`src/hw/rtl/pfc_pkg.sv`:
```
// ----------------------------------------------------------------------------
// pfc_pkg
// Types, codes and layout constants shared by the payload frame checker.
// ----------------------------------------------------------------------------
package pfc_pkg;

    localparam int MAX_ENTRIES = 1024;
    localparam int SEED_BYTES  = 32;

    typedef struct packed {
        logic [7:0] data_byte;
        logic       last_byte;
    } in_item_t;

    typedef struct packed {
        logic [7:0]  byte_value;
        logic [3:0]  field_kind;
        logic [9:0]  entry_index;
        logic        field_complete;
        logic [63:0] field_value;
        logic [1:0]  message_type;
        logic        message_end;
        logic [2:0]  status;
    } out_item_t;

    typedef struct packed {
        logic [7:0]  version_code;
        logic [7:0]  roster_type_code;
        logic [7:0]  case_open_type_code;
        logic [7:0]  result_type_code;
        logic [7:0]  add_op_code;
        logic [7:0]  remove_op_code;
        logic [15:0] max_id_length;
        logic [10:0] entry_capacity;
    } cfg_t;

    typedef enum logic [2:0] {
        REG_VERSION   = 3'd0,
        REG_ROSTER    = 3'd1,
        REG_CASE_OPEN = 3'd2,
        REG_RESULT    = 3'd3,
        REG_ADD_OP    = 3'd4,
        REG_REMOVE_OP = 3'd5,
        REG_MAX_IDLEN = 3'd6,
        REG_CAPACITY  = 3'd7
    } cfg_idx_t;

    typedef enum logic [15:0] {
        PH_VER    = 16'h0001,
        PH_TYPE   = 16'h0002,
        PH_OP     = 16'h0004,
        PH_COUNT  = 16'h0008,
        PH_CIDLEN = 16'h0010,
        PH_CID    = 16'h0020,
        PH_CUTOFF = 16'h0040,
        PH_DRAW   = 16'h0080,
        PH_SEED   = 16'h0100,
        PH_ALGO   = 16'h0200,
        PH_PRIM   = 16'h0400,
        PH_ALT    = 16'h0800,
        PH_IDLEN  = 16'h1000,
        PH_ID     = 16'h2000,
        PH_DONE   = 16'h4000,
        PH_DRAIN  = 16'h8000
    } phase_t;

    localparam logic [3:0] KIND_VERSION   = 4'd0;
    localparam logic [3:0] KIND_TYPE      = 4'd1;
    localparam logic [3:0] KIND_OP        = 4'd2;
    localparam logic [3:0] KIND_COUNT     = 4'd3;
    localparam logic [3:0] KIND_CIDLEN    = 4'd4;
    localparam logic [3:0] KIND_CID       = 4'd5;
    localparam logic [3:0] KIND_CUTOFF    = 4'd6;
    localparam logic [3:0] KIND_DRAW      = 4'd7;
    localparam logic [3:0] KIND_SEED      = 4'd8;
    localparam logic [3:0] KIND_ALGO      = 4'd9;
    localparam logic [3:0] KIND_PRIMARY   = 4'd10;
    localparam logic [3:0] KIND_ALTERNATE = 4'd11;
    localparam logic [3:0] KIND_IDLEN     = 4'd12;
    localparam logic [3:0] KIND_ID        = 4'd13;
    localparam logic [3:0] KIND_IGNORED   = 4'd14;

    localparam logic [1:0] MSG_UNKNOWN = 2'd0;
    localparam logic [1:0] MSG_ROSTER  = 2'd1;
    localparam logic [1:0] MSG_CASE    = 2'd2;
    localparam logic [1:0] MSG_RESULT  = 2'd3;

    localparam logic [2:0] ST_OK          = 3'd0;
    localparam logic [2:0] ST_BAD_VERSION = 3'd1;
    localparam logic [2:0] ST_BAD_TYPE    = 3'd2;
    localparam logic [2:0] ST_BAD_OP      = 3'd3;
    localparam logic [2:0] ST_BAD_COUNT   = 3'd4;
    localparam logic [2:0] ST_BAD_LENGTH  = 3'd5;
    localparam logic [2:0] ST_TRUNCATED   = 3'd6;
    localparam logic [2:0] ST_TRAILING    = 3'd7;

    function automatic logic [3:0] phase_kind(input phase_t ph);
        logic [3:0] k;
        case (ph)
            PH_VER:    k = KIND_VERSION;
            PH_TYPE:   k = KIND_TYPE;
            PH_OP:     k = KIND_OP;
            PH_COUNT:  k = KIND_COUNT;
            PH_CIDLEN: k = KIND_CIDLEN;
            PH_CID:    k = KIND_CID;
            PH_CUTOFF: k = KIND_CUTOFF;
            PH_DRAW:   k = KIND_DRAW;
            PH_SEED:   k = KIND_SEED;
            PH_ALGO:   k = KIND_ALGO;
            PH_PRIM:   k = KIND_PRIMARY;
            PH_ALT:    k = KIND_ALTERNATE;
            PH_IDLEN:  k = KIND_IDLEN;
            PH_ID:     k = KIND_ID;
            default:   k = KIND_IGNORED;
        endcase
        return k;
    endfunction

    function automatic logic [15:0] field_size(input phase_t ph);
        logic [15:0] s;
        case (ph)
            PH_COUNT, PH_CIDLEN, PH_IDLEN: s = 16'd2;
            PH_CUTOFF, PH_DRAW:            s = 16'd8;
            PH_PRIM, PH_ALT:               s = 16'd4;
            PH_SEED:                       s = 16'(SEED_BYTES);
            default:                       s = 16'd1;
        endcase
        return s;
    endfunction

endpackage

```
`src/hw/rtl/pfc_parser.sv`:
```
// ----------------------------------------------------------------------------
// pfc_parser
// Phase machine and field counters; labels one byte per advance cycle.
// ----------------------------------------------------------------------------
module pfc_parser (
    input  logic                aclk,
    input  logic                aresetn,
    input  logic                advance,
    input  pfc_pkg::cfg_t       cfg,
    input  pfc_pkg::in_item_t   in_item,
    output pfc_pkg::out_item_t  result
);

    pfc_pkg::phase_t phase_reg, phase_next;
    logic [15:0] left_reg, left_next;
    logic [63:0] acc_reg, acc_next;
    logic [1:0]  msg_reg, msg_next;
    logic [10:0] entries_reg, entries_next;
    logic [9:0]  entry_reg, entry_next;
    logic [31:0] prim_reg, prim_next;
    logic [2:0]  err_reg, err_next;

    always_comb begin
        logic [63:0] acc_shift;
        logic [15:0] left_dec;
        logic [15:0] v16;
        logic [31:0] v32;
        logic [31:0] alt_room;
        logic [15:0] total;
        logic [10:0] entries_dec;
        logic        do_fail;
        logic [2:0]  fail_code;
        logic        do_enter;
        pfc_pkg::phase_t enter_phase;
        logic [15:0] enter_size;
        logic        use_size;

        phase_next   = phase_reg;
        left_next    = left_reg;
        acc_next     = acc_reg;
        msg_next     = msg_reg;
        entries_next = entries_reg;
        entry_next   = entry_reg;
        prim_next    = prim_reg;
        err_next     = err_reg;

        acc_shift   = {acc_reg[55:0], in_item.data_byte};
        left_dec    = (left_reg != 16'd0) ? left_reg - 16'd1 : 16'd0;
        v16         = acc_shift[15:0];
        v32         = acc_shift[31:0];
        alt_room    = 32'(pfc_pkg::MAX_ENTRIES) - prim_reg;
        total       = prim_reg[15:0] + v32[15:0];
        entries_dec = entries_reg - 11'd1;
        do_fail     = 1'b0;
        fail_code   = pfc_pkg::ST_OK;
        do_enter    = 1'b0;
        enter_phase = pfc_pkg::PH_VER;
        enter_size  = 16'd1;
        use_size    = 1'b0;

        result.byte_value     = in_item.data_byte;
        result.field_kind     = pfc_pkg::KIND_IGNORED;
        result.entry_index    = 10'd0;
        result.field_complete = 1'b0;
        result.field_value    = 64'd0;

        if (phase_reg == pfc_pkg::PH_DONE) begin
            do_fail   = 1'b1;
            fail_code = pfc_pkg::ST_TRAILING;
        end else if (phase_reg != pfc_pkg::PH_DRAIN) begin
            result.field_kind = pfc_pkg::phase_kind(phase_reg);
            if (phase_reg == pfc_pkg::PH_IDLEN || phase_reg == pfc_pkg::PH_ID) begin
                result.entry_index = entry_reg;
            end
            acc_next  = acc_shift;
            left_next = left_dec;
            if (left_dec == 16'd0) begin
                result.field_complete = 1'b1;
                result.field_value    = acc_shift;
                case (phase_reg)
                    pfc_pkg::PH_VER: begin
                        if (acc_shift[7:0] != cfg.version_code) begin
                            do_fail   = 1'b1;
                            fail_code = pfc_pkg::ST_BAD_VERSION;
                        end else begin
                            do_enter    = 1'b1;
                            enter_phase = pfc_pkg::PH_TYPE;
                        end
                    end
                    pfc_pkg::PH_TYPE: begin
                        if (acc_shift[7:0] == cfg.roster_type_code) begin
                            msg_next    = pfc_pkg::MSG_ROSTER;
                            do_enter    = 1'b1;
                            enter_phase = pfc_pkg::PH_OP;
                        end else if (acc_shift[7:0] == cfg.case_open_type_code) begin
                            msg_next    = pfc_pkg::MSG_CASE;
                            do_enter    = 1'b1;
                            enter_phase = pfc_pkg::PH_CIDLEN;
                        end else if (acc_shift[7:0] == cfg.result_type_code) begin
                            msg_next    = pfc_pkg::MSG_RESULT;
                            do_enter    = 1'b1;
                            enter_phase = pfc_pkg::PH_CIDLEN;
                        end else begin
                            do_fail   = 1'b1;
                            fail_code = pfc_pkg::ST_BAD_TYPE;
                        end
                    end
                    pfc_pkg::PH_OP: begin
                        if (acc_shift[7:0] != cfg.add_op_code &&
                            acc_shift[7:0] != cfg.remove_op_code) begin
                            do_fail   = 1'b1;
                            fail_code = pfc_pkg::ST_BAD_OP;
                        end else begin
                            do_enter    = 1'b1;
                            enter_phase = pfc_pkg::PH_COUNT;
                        end
                    end
                    pfc_pkg::PH_COUNT: begin
                        if (v16 == 16'd0 || v16 > 16'(pfc_pkg::MAX_ENTRIES) ||
                            v16 > {5'd0, cfg.entry_capacity}) begin
                            do_fail   = 1'b1;
                            fail_code = pfc_pkg::ST_BAD_COUNT;
                        end else begin
                            entries_next = v16[10:0];
                            entry_next   = 10'd0;
                            do_enter     = 1'b1;
                            enter_phase  = pfc_pkg::PH_IDLEN;
                        end
                    end
                    pfc_pkg::PH_CIDLEN, pfc_pkg::PH_IDLEN: begin
                        if (v16 == 16'd0 || v16 > cfg.max_id_length) begin
                            do_fail   = 1'b1;
                            fail_code = pfc_pkg::ST_BAD_LENGTH;
                        end else begin
                            do_enter    = 1'b1;
                            use_size    = 1'b1;
                            enter_size  = v16;
                            enter_phase = (phase_reg == pfc_pkg::PH_CIDLEN) ?
                                          pfc_pkg::PH_CID : pfc_pkg::PH_ID;
                        end
                    end
                    pfc_pkg::PH_CID: begin
                        do_enter    = 1'b1;
                        enter_phase = (msg_reg == pfc_pkg::MSG_CASE) ?
                                      pfc_pkg::PH_CUTOFF : pfc_pkg::PH_DRAW;
                    end
                    pfc_pkg::PH_CUTOFF: begin
                        do_enter    = 1'b1;
                        enter_phase = (msg_reg == pfc_pkg::MSG_CASE) ?
                                      pfc_pkg::PH_DRAW : pfc_pkg::PH_SEED;
                    end
                    pfc_pkg::PH_DRAW: begin
                        do_enter    = 1'b1;
                        enter_phase = (msg_reg == pfc_pkg::MSG_CASE) ?
                                      pfc_pkg::PH_PRIM : pfc_pkg::PH_CUTOFF;
                    end
                    pfc_pkg::PH_SEED: begin
                        do_enter    = 1'b1;
                        enter_phase = pfc_pkg::PH_ALGO;
                    end
                    pfc_pkg::PH_ALGO: begin
                        if (msg_reg == pfc_pkg::MSG_CASE) begin
                            phase_next = pfc_pkg::PH_DONE;
                        end else begin
                            do_enter    = 1'b1;
                            enter_phase = pfc_pkg::PH_PRIM;
                        end
                    end
                    pfc_pkg::PH_PRIM: begin
                        prim_next   = v32;
                        do_enter    = 1'b1;
                        enter_phase = pfc_pkg::PH_ALT;
                    end
                    pfc_pkg::PH_ALT: begin
                        if (msg_reg == pfc_pkg::MSG_CASE) begin
                            do_enter    = 1'b1;
                            enter_phase = pfc_pkg::PH_ALGO;
                        end else if (prim_reg > 32'(pfc_pkg::MAX_ENTRIES) ||
                                     v32 > alt_room) begin
                            do_fail   = 1'b1;
                            fail_code = pfc_pkg::ST_BAD_COUNT;
                        end else if (total == 16'd0 ||
                                     total > 16'(pfc_pkg::MAX_ENTRIES) ||
                                     total > {5'd0, cfg.entry_capacity}) begin
                            do_fail   = 1'b1;
                            fail_code = pfc_pkg::ST_BAD_COUNT;
                        end else begin
                            entries_next = total[10:0];
                            entry_next   = 10'd0;
                            do_enter     = 1'b1;
                            enter_phase  = pfc_pkg::PH_IDLEN;
                        end
                    end
                    pfc_pkg::PH_ID: begin
                        entry_next   = entry_reg + 10'd1;
                        entries_next = entries_dec;
                        if (entries_dec == 11'd0) begin
                            phase_next = pfc_pkg::PH_DONE;
                        end else begin
                            do_enter    = 1'b1;
                            enter_phase = pfc_pkg::PH_IDLEN;
                        end
                    end
                    default: begin
                    end
                endcase
            end
        end

        if (do_enter) begin
            phase_next = enter_phase;
            left_next  = use_size ? enter_size : pfc_pkg::field_size(enter_phase);
            acc_next   = 64'd0;
        end
        if (do_fail) begin
            if (err_reg == pfc_pkg::ST_OK) begin
                err_next = fail_code;
            end
            phase_next = pfc_pkg::PH_DRAIN;
        end
        if (in_item.last_byte && err_next == pfc_pkg::ST_OK &&
            phase_next != pfc_pkg::PH_DONE) begin
            err_next = pfc_pkg::ST_TRUNCATED;
        end

        result.message_type = msg_next;
        result.message_end  = in_item.last_byte;
        result.status       = err_next;
    end

    always_ff @(posedge aclk) begin
        if (!aresetn || (advance && in_item.last_byte)) begin
            phase_reg   <= pfc_pkg::PH_VER;
            left_reg    <= 16'd1;
            acc_reg     <= 64'd0;
            msg_reg     <= pfc_pkg::MSG_UNKNOWN;
            entries_reg <= 11'd0;
            entry_reg   <= 10'd0;
            prim_reg    <= 32'd0;
            err_reg     <= pfc_pkg::ST_OK;
        end else if (advance) begin
            phase_reg   <= phase_next;
            left_reg    <= left_next;
            acc_reg     <= acc_next;
            msg_reg     <= msg_next;
            entries_reg <= entries_next;
            entry_reg   <= entry_next;
            prim_reg    <= prim_next;
            err_reg     <= err_next;
        end
    end

endmodule

```
`config.mk`:
```
export PLATFORM = sky130hd
export DESIGN_NAME = pfc_parser
export DESIGN_NICKNAME = d
export VERILOG_FILES = /design/src/hw/rtl/pfc_pkg.sv /design/src/hw/rtl/pfc_parser.sv
export SDC_FILE = /design/constraint.sdc
export NUM_CORES = 1
export LEC_CHECK = 0
export BUFFER_PORTS_ARGS = -buffer_cell sky130_fd_sc_hd__buf_2
export CORE_MARGIN = 2
export CORE_UTILIZATION = 50
export CTS_CLUSTER_SIZE = 24
export DETAILED_ROUTE_END_ITERATION = 16
export GPL_TIMING_DRIVEN = 0
export PLACE_DENSITY = 0.74
export SLEW_MARGIN = 5
export SYNTH_ARGS = -nofsm -noshare
export SYNTH_HDL_FRONTEND = slang
export SYNTH_SLANG_ARGS = --single-unit
export TNS_END_PERCENT = 100
```
`constraint.sdc`:
```
create_clock -name aclk -period 5.4 [get_ports aclk]
set_input_delay 1.08 -clock aclk [delete_from_list [all_inputs] [get_ports aclk]]
set_output_delay 1.08 -clock aclk [all_outputs]
set_load 0.02 [all_outputs]
```
* After elaboration in Yosys (flattened, before gate mapping)
Index checks and enable logic that the tools add are counted.
** Word-level totals
- Register bits after elaboration :: 146
- Bits of input ports :: 87
** Cells by class
- Add/subtract/negate cells :: 5
- Magnitude comparators :: 7
- Equal/unequal tests :: 37
- Multiplexer cells :: 115
- Bitwise logic cells :: 1
- Reductions and logical operators :: 30
** Operators with widths (number)
- $mux 16 :: 17
- $pmux 14 s13 :: 1
- $mux 56 :: 3
- $mux 79 :: 2
- $mux 14 :: 5
- $mux 11 :: 6
- $mux 13 :: 5
- $mux 65 :: 1
- $pmux 4 s14 :: 1
- $mux 10 :: 5
- $logic_not 16->1 :: 3
- $mux 1 :: 33
- $mux 3 :: 11
- $pmux 11 s3 :: 1
- $eq 16x11->1 const B :: 2
- $eq 16x12->1 const B :: 2
- $eq 16x13->1 const B :: 2
- $eq 16x4->1 const B :: 2
- $eq 16x5->1 const B :: 2
- $eq 16x7->1 const B :: 2
- $eq 16x8->1 const B :: 2
- $eq 16x9->1 const B :: 2
- $gt 16x11->1 :: 2
- $gt 16x11->1 const B :: 2
- other kinds (48) :: 81

* Logic depth before layout (Yosys ltp)
- Depth after elaboration :: 17
- Gate-level depth with buffers :: 21
- Depth with buffers taken out :: 18

* Worst setup path before layout
OpenSTA, ideal clock, no wires.
- Path kind :: input -> output
- Start :: input in_item[7] in the netlist's numbering
- End :: output result[2] in the netlist's numbering
- Data arrival time :: 4.600 ns
- Required time :: 4.320 ns
- Setup slack :: -0.280 ns
- Stages :: 16
- Buffers on the path :: 0
- Cells stage by stage :: ha_1 > a2111oi_2 > o21ai_0 > a221oi_1 > xor2_1 > inv_1 > ha_1 > a2111oi_0 > o21ai_0 > nor2_1 > o31a_1 > nand4_2 > o311a_1 > o31ai_1 > nor2b_1 > o41ai_1
** RTL lines
- start, declared :: line pfc_parser.sv:10 : input pfc_pkg::in_item_t in_item,
- end, declared :: line pfc_parser.sv:11 : output pfc_pkg::out_item_t result

==> out/results.txt <==
Worst path required time - 4.32 ns
Critical path origin - prim_reg[6]$_SDFFE_PP0P_
First-pass GRT wire length - 62700 um
Post-Synthesis Cells - 1579
Worst setup margin - -0.746 ns
Max FO, Critical Path - 5
Total clock sinks - 146
Minimum clock period - 6.15 ns
Syn_nets - 1757
Post-Layout Cell Count - 2125
FF-to-FF Start - prim_reg[6]$_SDFFE_PP0P_
Unrepaired setup endpoints after global routing - true
TritonCTS buffer count - 17
Flop2flop setup slack - 0.08 ns
Post-route ant nets - 0
Share of post-route cells with drive strength above 1 - 19.3%
GRT overflow - 0
Vias in the first global route - 11600
R2R depth - 21
Yosys warning count - 0
End point of the critical path - result[2]
Relative slew slack - 23.6%
Async set-or-reset flop fraction in the synthesized netlist - 0%
Die Span X - 157 um
DRC - 0
Avg Inst Size Synth - 7.44 um^2
Clock root buffer - clkbuf_16
Global Route Usage Sum - 32.6%
Max incr delay on CP - 0.53 ns
Clock Pin Slew Worst Setup and Hold Paths - 0.07 ns
Final Wtd Congestion - 0.964
Crit. End Element - output port
Max Slew Vio Count - 0
Dpl cells - 2077
Critical Path AT - 5.07 ns
Yosys cell types - 87
Top cell by count, worst path - a21o_1
Rows - 56
Number of buffers and inverters on the critical path - 1
Synth Area in Compound Gates - 20.1%
Final Setup Violations - 2
WL per Instance - 19.3 um
Area grow syn2layout - 21.7%
Peak supply drop - 0.201 mV
Reg2Reg Capture Point - phase_reg[6]$_SDFFE_PP0P_
Clk buf depth - 2
CP delay by family, top - compound AO/OA/AOI/OAI gates
Clk_lat worst skew - 0.45 ns
Critical-path cell list - or4_4, or2_4, o21ai_4, and2_4, nand3_4, nor3_4, xor2_1, ha_1, a21o_1, a21o_1, a221oi_1, o31ai_1, a21boi_2, nand4_4, o311a_4, o31ai_4, nor2b_4, o41ai_4, buf_4
Largest net degree at the start of global routing - 17
IO buf count - 179
Total core area - 23300 um^2
Synth Area in XOR/XNOR - 7.82%
Max-cap violations - 0
Post-Route WL - 41000 um
Initial antenna violation count - 1
Worst setup path class - reg -> out
Top FF cell, synth - dfxtp_1
Period utilization - 114%
Via-per-instance ratio - 5.94
1st-iter DRT viols - 1060
Area of the mapped netlist - 11700 um^2
Post-synthesis adder-cell area fraction - 9.76%
CTS tree - built
Area after DPL - 13200 um^2
EDFF count, synth - 0
Multiplexer area fraction after synthesis - 1.09%
Type of the tightest min-delay check - reg -> reg
Simple-gate share of the synthesized area - 30.7%
Leak Pwr - 0.00576 uW
Yosys reg bits - 146
Vias - 12600
Initial core utilization - 50.5%
Top Ports - 180
Crit path max-delay cell type - or4_4
Max Fclk - 0.163 GHz
Startpoint Class - flop
Violated checks - setup timing
Worst-Margin Slew - 1.14 ns
Final hold viol count - 0
DR pass1 iterations - 8
Critical path depth - 19
Power per Cell Area - 206 nW/um^2
Post-Layout Inst Area - 14300 um^2
Max FFs per register - 56
Seq/Total Area, Yosys - 24.9%
Die area - 24700 um^2
Post-DP HPWL - 30400 um
Largest family of logic cells by synthesized area - simple AND/OR/NAND/NOR gates
Outcome - finished, violations left
Layout Skew - 0.0161 ns
Die height - 157 um
Filler Cell Count - 2161
H-tree depth - 4
Fin nets - 1971
cell type report:
type / instances / area [um^2] / area share, %
flip-flops and latches: 146 / 2930 / 20.5
inverters: 50 / 188 / 1.31
clock buffers: 17 / 425 / 2.98
plain buffers: 104 / 470 / 3.29
clock inverters: 14 / 168 / 1.17
multi-input cells: 1277 / 8650 / 60.5
well taps: 319 / 399 / 2.79
repair buffers: 197 / 1060 / 7.40
diodes: 1 / 2.50 / 0.0175
per-layer routing:
metal,up-vias,GRT usage (%),routed length (um)
met5,-,0,0
met4,0,13.6,1680
met3,105,5.34,3140
met2,559,53.8,18800
met1,5869,42.1,17400
li1,6084,-,-
power by group:
| part | switching [uW] | leakage [uW] | total, uW | internal (uW) |
|---|---|---|---|---|
| sequential | 23.9 | 0.00118 | 1110 | 1090 |
| combinational | 373 | 0.00430 | 601 | 228 |
| clock | 535 | 0.000286 | 1230 | 694 |
worst min-delay path: stages, from the launching register on:
cell	delay [ns]
dfxtp_1	0.31
nand2_1	0.05
a21oi_1	0.05
metrics by stage:
stage	util [%]	TNS, ns	worst slack [ns]	total power (uW)	hold WS (ns)
after floorplan	-	0	0.00510	1490	0.427
after global placement	56.7	-48.53	-1.27	1680	0.434
after detailed placement	56.7	-51.47	-1.30	1690	0.445
after CTS	60.3	-1.46	-0.746	2910	0.452
after global routing	61.4	-2.03	-0.893	3040	0.465
final	61.4	-1.45	-0.746	2940	0.449
worst min-delay path by stage:
| stage | cells after the start | from | to |
|---|---|---|---|
| 6_report | 2 | acc_reg[55]$_SDFFE_PP0P_ | acc_reg[55]$_SDFFE_PP0P_ |
| 5_1_grt | 2 | acc_reg[51]$_SDFFE_PP0P_ | acc_reg[51]$_SDFFE_PP0P_ |
| 4_1_cts | 2 | acc_reg[55]$_SDFFE_PP0P_ | acc_reg[55]$_SDFFE_PP0P_ |
| 3_5_place_dp | 2 | acc_reg[55]$_SDFFE_PP0P_ | acc_reg[55]$_SDFFE_PP0P_ |
| 3_3_place_gp | 2 | acc_reg[50]$_SDFFE_PP0P_ | acc_reg[50]$_SDFFE_PP0P_ |
| 2_1_floorplan | 2 | acc_reg[48]$_SDFFE_PP0P_ | acc_reg[48]$_SDFFE_PP0P_ |
cell usage after synthesis, drive strengths merged, types with 10 or more instances:
library cell / n / area (um^2)
a211oi: 20 / 155
a21o: 12 / 90.1
a21oi: 170 / 851
a22oi: 12 / 90.1
and2: 75 / 469
buf: 32 / 188
clkbuf: 74 / 279
dfxtp: 146 / 2920
ha: 90 / 1130
inv: 50 / 188
nand2: 207 / 777
nand2b: 17 / 106
nand3: 85 / 425
nand4: 38 / 250
nor2: 111 / 419
nor2b: 13 / 81.3
nor3: 51 / 265
nor4: 29 / 209
nor4b: 11 / 96.3
o21a: 11 / 82.6
o21ai: 53 / 280
o31ai: 14 / 110
or3: 12 / 75.1
or4: 10 / 82.6
xnor2: 72 / 638
xor2: 32 / 280
cells in the final DEF, fill, tap and decap left out, types with 9 or more instances in the layout:
| cell type | count |
|---|---|
| nand2_1 | 203 |
| buf_2 | 179 |
| a21oi_1 | 165 |
| dfxtp_1 | 141 |
| nor2_1 | 107 |
| nand3_1 | 84 |
| ha_1 | 80 |
| and2_1 | 74 |
| xnor2_1 | 70 |
| clkbuf_1 | 64 |
| inv_1 | 49 |
| nor3_1 | 46 |
| o21ai_0 | 44 |
| nand4_1 | 36 |
| xor2_1 | 31 |
| buf_4 | 30 |
| nor4_1 | 25 |
| nand2b_1 | 17 |
| a211oi_1 | 17 |
| clkbuf_16 | 17 |
| buf_1 | 13 |
| or3_1 | 12 |
| o31ai_1 | 12 |
| a22oi_1 | 12 |
| a21o_1 | 12 |
| o21a_1 | 11 |
| nor2b_1 | 11 |
| nor4b_1 | 11 |
| a22o_1 | 9 |
| ha_4 | 9 |
logic make-up after synthesis:
logic type	after synthesis
compound gates	371
xor+xnor	104
fa+ha+maj	91
buf+inv	156
flops	146
mux	12
simple gates	699
timing repair:
item | in CTS | in global routing
hold buffers | 0 | 0
setup buffers | 10 | 8
resized for setup | 37 | 58
pin swaps | 15 | 28
endpoints found under the setup margin | 102 | 98
Power figures use the tool's default switching activity.
